$ cat config.mk
export PLATFORM = sky130hd
export DESIGN_NAME = table_waveform_generator_core
export DESIGN_NICKNAME = d
export VERILOG_FILES = /design/src/twg_pkg.sv /design/src/twg_datapath.sv /design/src/table_waveform_generator_core.sv
export SDC_FILE = /design/constraint.sdc
export NUM_CORES = 2
export LEC_CHECK = 0
export BUFFER_PORTS_ARGS = -buffer_cell sky130_fd_sc_hd__buf_2
export CORE_AREA = 3 3 308 310
export DETAILED_ROUTE_END_ITERATION = 8
export DIE_AREA = 0 0 311 313
export HOLD_SLACK_MARGIN = 0.08
export PLACE_DENSITY_LB_ADDON = 0.05
export SYNTH_ARGS = -nofsm -noshare
export SYNTH_HDL_FRONTEND = slang
export SYNTH_SLANG_ARGS = --single-unit
$ cat constraint.sdc
create_clock -name i_clk -period 7.5 [get_ports i_clk]
set_input_delay 1.5 -clock i_clk [delete_from_list [all_inputs] [get_ports i_clk]]
set_output_delay 1.5 -clock i_clk [all_outputs]
set_load 0.01 [all_outputs]
$ cat src/twg_pkg.sv
`timescale 1ns / 1ps
`default_nettype none

package twg_pkg;

    localparam int SAMPLE_W    = 16;
    localparam int STEP_W      = 6;
    localparam int CFG_INDEX_W = 1;
    localparam int CFG_DATA_W  = 16;

    typedef enum logic [1:0] {
        SHAPE_SINE     = 2'd0,
        SHAPE_TRIANGLE = 2'd1,
        SHAPE_SAWTOOTH = 2'd2,
        SHAPE_SQUARE   = 2'd3
    } t_shape;

    localparam logic [CFG_INDEX_W-1:0] CFG_WAVE_SHAPE = 1'b0;
    localparam logic [CFG_INDEX_W-1:0] CFG_PEAK_CODE  = 1'b1;

    typedef struct packed {
        t_shape              shape;
        logic [SAMPLE_W-1:0] peak;
    } t_cfg;

endpackage

`default_nettype wire

$ cat src/twg_datapath.sv
`timescale 1ns / 1ps
`default_nettype none

module twg_datapath #(
    parameter int STEPS_PER_PERIOD = 50,
    parameter int SAMPLE_BITS      = 16
) (
    input  wire logic                             i_clk,
    input  wire logic                             i_rst_n,
    input  wire logic                             i_accept,
    input  wire logic [$clog2(STEPS_PER_PERIOD)-1:0] i_k,
    input  wire twg_pkg::t_cfg                    i_cfg,
    input  wire logic                             i_stall,
    output logic                                  o_adv,
    output logic                                  o_valid,
    output logic [twg_pkg::SAMPLE_W-1:0]          o_sample_code,
    output logic [twg_pkg::STEP_W-1:0]            o_step_index,
    output logic                                  o_period_end
);

    localparam int N  = STEPS_PER_PERIOD;
    localparam int KW = $clog2(N);
    localparam int H  = N / 2;
    localparam int SW = twg_pkg::SAMPLE_W;
    // dividend width for the triangle and sawtooth quotients: peak times at most N
    localparam int DW = SW + $clog2(N + 1);
    localparam int XW = 2 * SW;

    localparam logic [KW-1:0] HK   = KW'(H);
    localparam logic [KW-1:0] LAST = KW'(N - 1);
    localparam logic [KW:0]   NK   = (KW + 1)'(N);
    localparam logic [DW-1:0] DEN_TRI = DW'(H);
    localparam logic [DW-1:0] DEN_SAW = DW'(N);
    // floor(2^DW / D): the estimate (x * M) >> DW is the quotient or one below it
    localparam logic [DW-1:0] M_TRI = DW'((64'd1 << DW) / H);
    localparam logic [DW-1:0] M_SAW = DW'((64'd1 << DW) / N);
    localparam logic [SW-1:0] SAMPLE_MAX = SW'((64'd1 << SAMPLE_BITS) - 64'd1);

    localparam longint unsigned HALF_PI_Q30 = 64'd1686629713;

    // 32768 + sin(2*pi*k/N) in Q1.15, quadrant folded, Taylor series to x^13
    function automatic logic [15:0] sine_offset(input int k);
        longint unsigned m;
        longint unsigned quad;
        longint unsigned r;
        longint unsigned x;
        longint unsigned x2;
        longint unsigned term;
        longint          sum;
        longint          q;
        m    = 64'(4 * k);
        quad = m / N;
        r    = m % N;
        if (quad[0]) begin
            r = longint'(N) - r;
        end
        x    = (HALF_PI_Q30 * r) / N;
        x2   = (x * x) >> 30;
        term = x;
        sum  = longint'(x);
        term = ((term * x2) >> 30) / 6;
        sum  = sum - longint'(term);
        term = ((term * x2) >> 30) / 20;
        sum  = sum + longint'(term);
        term = ((term * x2) >> 30) / 42;
        sum  = sum - longint'(term);
        term = ((term * x2) >> 30) / 72;
        sum  = sum + longint'(term);
        term = ((term * x2) >> 30) / 110;
        sum  = sum - longint'(term);
        term = ((term * x2) >> 30) / 156;
        sum  = sum + longint'(term);
        if (sum < 0) begin
            sum = 0;
        end
        q = (sum + 64'sd16384) >>> 15;
        if (q > 32767) begin
            q = 32767;
        end
        if (quad >= 2) begin
            q = -q;
        end
        return 16'(32768 + q);
    endfunction

    logic [SW-1:0] sine_rom [N];

    for (genvar g = 0; g < N; g++) begin : g_rom
        assign sine_rom[g] = sine_offset(g);
    end

    logic adv;
    logic is_div;
    logic is_tri;

    assign adv    = !o_valid || !i_stall;
    assign o_adv  = adv;
    assign is_tri = (i_cfg.shape == twg_pkg::SHAPE_TRIANGLE);
    assign is_div = is_tri || (i_cfg.shape == twg_pkg::SHAPE_SAWTOOTH);

    // stage 1: ROM read, triangle fold
    logic          r1_valid;
    logic [KW-1:0] r1_k;
    logic [SW-1:0] r1_rom;
    logic [KW-1:0] r1_tri;
    logic [KW-1:0] n1_tri;

    assign n1_tri = (i_k <= HK) ? i_k : KW'(NK - {1'b0, i_k});

    always_ff @(posedge i_clk) begin
        if (!i_rst_n) begin
            r1_valid <= 1'b0;
        end else if (adv) begin
            r1_valid <= i_accept;
        end
    end

    always_ff @(posedge i_clk) begin
        if (adv && i_accept) begin
            r1_k   <= i_k;
            r1_rom <= sine_rom[i_k];
            r1_tri <= n1_tri;
        end
    end

    // stage 2: peak times shape operand
    logic          r2_valid;
    logic [KW-1:0] r2_k;
    logic [XW-1:0] r2_x;
    logic          r2_sq_hi;
    logic [SW-1:0] n2_a;

    always_comb begin
        case (i_cfg.shape)
            twg_pkg::SHAPE_SINE:     n2_a = r1_rom;
            twg_pkg::SHAPE_TRIANGLE: n2_a = SW'(r1_tri);
            twg_pkg::SHAPE_SAWTOOTH: n2_a = SW'(r1_k);
            default:                 n2_a = '0;
        endcase
    end

    always_ff @(posedge i_clk) begin
        if (!i_rst_n) begin
            r2_valid <= 1'b0;
        end else if (adv) begin
            r2_valid <= r1_valid;
        end
    end

    always_ff @(posedge i_clk) begin
        if (adv) begin
            r2_k     <= r1_k;
            r2_x     <= XW'(i_cfg.peak) * XW'(n2_a);
            r2_sq_hi <= (r1_k >= HK);
        end
    end

    // stage 3: reciprocal quotient estimate, or the final value for sine and square
    logic            r3_valid;
    logic [KW-1:0]   r3_k;
    logic [SW-1:0]   r3_q;
    logic [DW-1:0]   r3_x;
    logic [DW-1:0]   n3_m;
    logic [2*DW-1:0] n3_prod;
    logic [SW-1:0]   n3_q;

    assign n3_m    = is_tri ? M_TRI : M_SAW;
    assign n3_prod = (2 * DW)'(r2_x[DW-1:0]) * (2 * DW)'(n3_m);

    always_comb begin
        case (i_cfg.shape)
            twg_pkg::SHAPE_SINE:   n3_q = r2_x[XW-1:SW];
            twg_pkg::SHAPE_SQUARE: n3_q = r2_sq_hi ? i_cfg.peak : '0;
            default:               n3_q = n3_prod[DW +: SW];
        endcase
    end

    always_ff @(posedge i_clk) begin
        if (!i_rst_n) begin
            r3_valid <= 1'b0;
        end else if (adv) begin
            r3_valid <= r2_valid;
        end
    end

    always_ff @(posedge i_clk) begin
        if (adv) begin
            r3_k <= r2_k;
            r3_q <= n3_q;
            r3_x <= r2_x[DW-1:0];
        end
    end

    // stage 4: remainder check fixes the estimate, then clamp
    logic [DW-1:0] n4_den;
    logic [DW-1:0] n4_rem;
    logic [SW-1:0] n4_q;
    logic [SW-1:0] n4_v;

    assign n4_den = is_tri ? DEN_TRI : DEN_SAW;
    assign n4_rem = r3_x - DW'(DW'(r3_q) * n4_den);
    assign n4_q   = (is_div && (n4_rem >= n4_den)) ? (r3_q + 1'b1) : r3_q;
    assign n4_v   = (n4_q > SAMPLE_MAX) ? SAMPLE_MAX : n4_q;

    always_ff @(posedge i_clk) begin
        if (!i_rst_n) begin
            o_valid <= 1'b0;
        end else if (adv) begin
            o_valid <= r3_valid;
        end
    end

    always_ff @(posedge i_clk) begin
        if (adv) begin
            o_sample_code <= n4_v;
            o_step_index  <= twg_pkg::STEP_W'(r3_k);
            o_period_end  <= (r3_k == LAST);
        end
    end

endmodule

`default_nettype wire

$ cat src/table_waveform_generator_core.sv
`timescale 1ns / 1ps
`default_nettype none

// Periodic DAC waveform source. Every accepted input beat is one tick and yields one
// result beat: the sample code for the current phase step, the step index and a flag on
// the last step of the period. The phase advances one step per tick and wraps after
// STEPS_PER_PERIOD steps; restart puts it back to step zero before that tick's sample.
// Sine comes from a constant full-period table, triangle and sawtooth from a multiply
// and an exact reciprocal division, square from a compare. One beat is taken every clock
// unless a held result stalls, which freezes the whole four-stage datapath (ROM read,
// peak multiply, reciprocal multiply, remainder fix and clamp). Shape and peak must be
// written only while the block is idle; the block does not enforce this. Index 0 shape
// (0 sine, 1 triangle, 2 sawtooth, 3 square), index 1 peak code.

module table_waveform_generator_core #(
    parameter int STEPS_PER_PERIOD = 50,
    parameter int SAMPLE_BITS      = 16
) (
    input  wire logic                               i_clk,
    input  wire logic                               i_rst_n,
    input  wire logic                               i_cfg_we,
    input  wire logic [twg_pkg::CFG_INDEX_W-1:0]    i_cfg_index,
    input  wire logic [twg_pkg::CFG_DATA_W-1:0]     i_cfg_data,
    input  wire logic                               i_valid,
    input  wire logic                               i_restart,
    output logic                                    o_stall,
    output logic                                    o_valid,
    output logic [twg_pkg::SAMPLE_W-1:0]            o_sample_code,
    output logic [twg_pkg::STEP_W-1:0]              o_step_index,
    output logic                                    o_period_end,
    input  wire logic                               i_stall
);

    localparam int KW = $clog2(STEPS_PER_PERIOD);
    localparam logic [KW-1:0] LAST = KW'(STEPS_PER_PERIOD - 1);

    twg_pkg::t_cfg r_cfg;
    logic [KW-1:0] r_phase;
    logic [KW-1:0] n_phase;
    logic [KW-1:0] k;
    logic          adv;
    logic          accept;

    always_ff @(posedge i_clk) begin
        if (!i_rst_n) begin
            r_cfg.shape <= twg_pkg::SHAPE_SINE;
            r_cfg.peak  <= '0;
        end else if (i_cfg_we) begin
            unique case (i_cfg_index)
                twg_pkg::CFG_WAVE_SHAPE: r_cfg.shape <= twg_pkg::t_shape'(i_cfg_data[1:0]);
                twg_pkg::CFG_PEAK_CODE:  r_cfg.peak  <= i_cfg_data;
                default: ;
            endcase
        end
    end

    assign accept  = i_valid && adv;
    assign o_stall = !adv;
    assign k       = i_restart ? '0 : r_phase;
    assign n_phase = (k == LAST) ? '0 : (k + 1'b1);

    always_ff @(posedge i_clk) begin
        if (!i_rst_n) begin
            r_phase <= '0;
        end else if (accept) begin
            r_phase <= n_phase;
        end
    end

    twg_datapath #(
        .STEPS_PER_PERIOD (STEPS_PER_PERIOD),
        .SAMPLE_BITS      (SAMPLE_BITS)
    ) u_datapath (
        .i_clk         (i_clk),
        .i_rst_n       (i_rst_n),
        .i_accept      (accept),
        .i_k           (k),
        .i_cfg         (r_cfg),
        .i_stall       (i_stall),
        .o_adv         (adv),
        .o_valid       (o_valid),
        .o_sample_code (o_sample_code),
        .o_step_index  (o_step_index),
        .o_period_end  (o_period_end)
    );

endmodule

`default_nettype wire
==> flow_metrics.tcl <==
set metrics [dict create \
    antenna_found_initial 1 \
    timing.critical_path.mode_cell "fa_1" \
    hold_class "reg2reg" \
    cp.buffers_inverters 6 \
    boundaryPins 48 \
    gr-usage-met1_pct 22.89 \
    yosys_warnings 0 \
    groute.usage.overall_pct 17.26 \
    hold_violations 0 \
    ys_seq_area_share_pct 16.51 \
    die_w_um 311 \
    insertion_delay_ns 0.50 \
    gr-usage-met2_pct 29.80 \
    synthFlopType "edfxtp_1" \
    ys_async_sr_fraction_pct 0 \
    synth_edf_count 133 \
    status "completed" \
    required_ns 7.73 \
    fin_ws_ns 0.3138 \
    drc 0 \
    clock-sinks 161 \
    syn_inst 2878 \
    tightest_slew_ns 1.129 \
    cts.clk_slew.worst_paths_ns 0.09 \
    floorplan.die_area_um2 97340 \
    relSlewSlack_pct 24.65 \
    die-height_um 313 \
    worst-setup-path-type "reg2reg" \
    cp_max_fo 6 \
    drt_iter0_drc 1160 \
    firstDrtPassIters 5 \
    arrival_ns 7.42 \
    cp-startpoint "r_cfg[16]$_SDFFE_PN0P_" \
    mostFrequentLayoutCell "inv_1" \
    grt_util_met3_pct 2.089 \
    grt_pass1_vias 21933 \
    place_ws_ns 0.1697 \
    cts_htree_levels 4 \
    grt_max_degree 65 \
    area_delta_synth_final_pct 9.648 \
    drive_gt1_share_pct 7.072 \
    core_area_um2 91940 \
    drt-wirelength-per-cell_um 19.53 \
    cts_root_buf "clkbuf_16" \
    routabilityCongestion 0.8497 \
    setup_viol 0 \
    ctsHoldBuffers 0 \
    max-clock-path-buffers 2 \
    slowest_delay_ns 0.53 \
    final_cell_area_um2 30250 \
    fmax_mhz 139.2 \
    cts_inserted_buffers 17 \
    final_nets 3725 \
    postPlaceCellArea_um2 29520 \
    syn_area_um2 27590 \
    routed_wl_mm 81.16 \
    postRouteAntennaNets 0 \
    crit_path_end_kind "flip-flop" \
    fin_crit_ns 7.186 \
    critPathLaunchType "flip-flop" \
    synth-seq-cells 161 \
    slowest_stage "fa_1" \
    overflow 0 \
    place_hpwl_mm 68.14 \
    finalCritPeriodShare_pct 95.82 \
    route.vias.total 19696 \
    final_max_slew_viol_count 0 \
    grt_pass1_wl_mm 130.0 \
    vias_per_cell 4.739 \
    crit_family "adder cells" \
    ys_types 75 \
    portBuffers 47 \
    cts_tree "yes" \
    initial_utilization_pct 30.00 \
    fin_skew_ns 0.02526 \
    fp-row-count 111 \
    cap_viol_max_count 0 \
    postSynthAreaPerCell_um2 9.585 \
    final_cell_mix "577 x inv_1, 466 x fa_1, 333 x ha_1, 331 x nand2_1, 133 x edfxtp_1" \
    antennaDiodeCount 0 \
    timing.rr.start "r_cfg[16]$_SDFFE_PN0P_" \
    min_from "u_datapath.r2_k[0]$_DFFE_PN_" \
    grt.busiest_layer "met2" \
]
==> through the flow <==
stage | setup TNS, ns | instances | utilization, % | hold WS (ns)
4_1_cts | 0 | 4153 | 32.79 | 0.4233
2_1_floorplan | 0 | 2893 | - | 0.4003
3_3_place_gp | 0 | 4121 | 32.10 | 0.4118
3_5_place_dp | 0 | 4121 | 32.10 | 0.4045
6_report | 0 | 4156 | 32.90 | 0.4222
5_1_grt | -0.07426 | 4156 | 32.90 | 0.4382
==> what timing repair did <==
| action | CTS | global route |
|---|---|---|
| resized for setup | 0 | 21 |
| setup buffers | 0 | 3 |
| setup endpoints to repair | 0 | 8 |
==> final timing paths <==
kind / endpoint / depth (start not counted) / slack, ns
setup reg to reg: u_datapath.r2_x[31]$_DFFE_PN_ / 26 / 0.31
setup / recovery: u_datapath.r2_x[31]$_DFFE_PN_ / 26 / 0.31
hold reg to reg: u_datapath.r3_k[0]$_DFFE_PN_ / 0 / 0.42
hold / removal: u_datapath.r3_k[0]$_DFFE_PN_ / 0 / 0.42
==> layout make-up <==
cell class / count / area (um2)
Timing Repair Buffer: 131 / 882.1
Clock buffer: 17 / 425.4
Sequential cell: 161 / 4559
Clock inverter: 15 / 201.4
Multi-Input combinational cell: 2009 / 20440
Tap cell: 1243 / 1555
Inverter: 580 / 2181
Fill cell: 9641 / 61690
==> synthesized netlist by cell type, drive strengths merged (15+ instances only) <==
cell type	number	share of area (%)
nand3	52	0.98
a211oi	17	0.48
fa	466	34
nor2	75	1.0
nor3	26	0.47
edfxtp	133	14
nand4	15	0.34
xnor2	63	2.0
a31oi	15	0.34
a21o	31	0.84
inv	578	7.9
and2	74	1.7
dfxtp	28	2.0
a221oi	26	0.85
nor2b	24	0.54
a21oi	113	2.1
and3	73	1.7
a21boi	22	0.60
nand2	333	4.5
clkbuf	132	1.8
o21ai	60	1.1
ha	336	15
==> flip-flops by register name, indices dropped and copies added (netlist names), 16 cells and up <==
register                  cells
u_datapath.r1_rom            16
r_cfg                        18
u_datapath.r3_q              16
u_datapath.r2_x              32
u_datapath.o_sample_code     16
u_datapath.r3_x              22
==> layer usage <==
layer  vias to the layer above  routed length, um
li1                       9284                  -
met1                      9968              37240
met2                       364              39730
met3                        80               2427
met4                         0               1766
met5                         -                  0
==> logic make-up (layout without fill, tap and decap cells) <==
logic type	after synthesis	count (layout)	share of synthesized area [%]
flip-flops	161	161	16.51
AO/OA/AOI/OAI	383	383	9.285
buffers and inverters	723	743	9.879
XOR/XNOR	74	74	2.350
multiplexers	13	13	0.4808
AND/OR/NAND/NOR	720	720	12.41
other	2	17	0.02722
adder cells (fa/ha/maj)	802	802	49.06
Power is left out: the tool's default activity adds up to more than one toggle a clock period on the data nets, which glitch-free logic cannot reach.
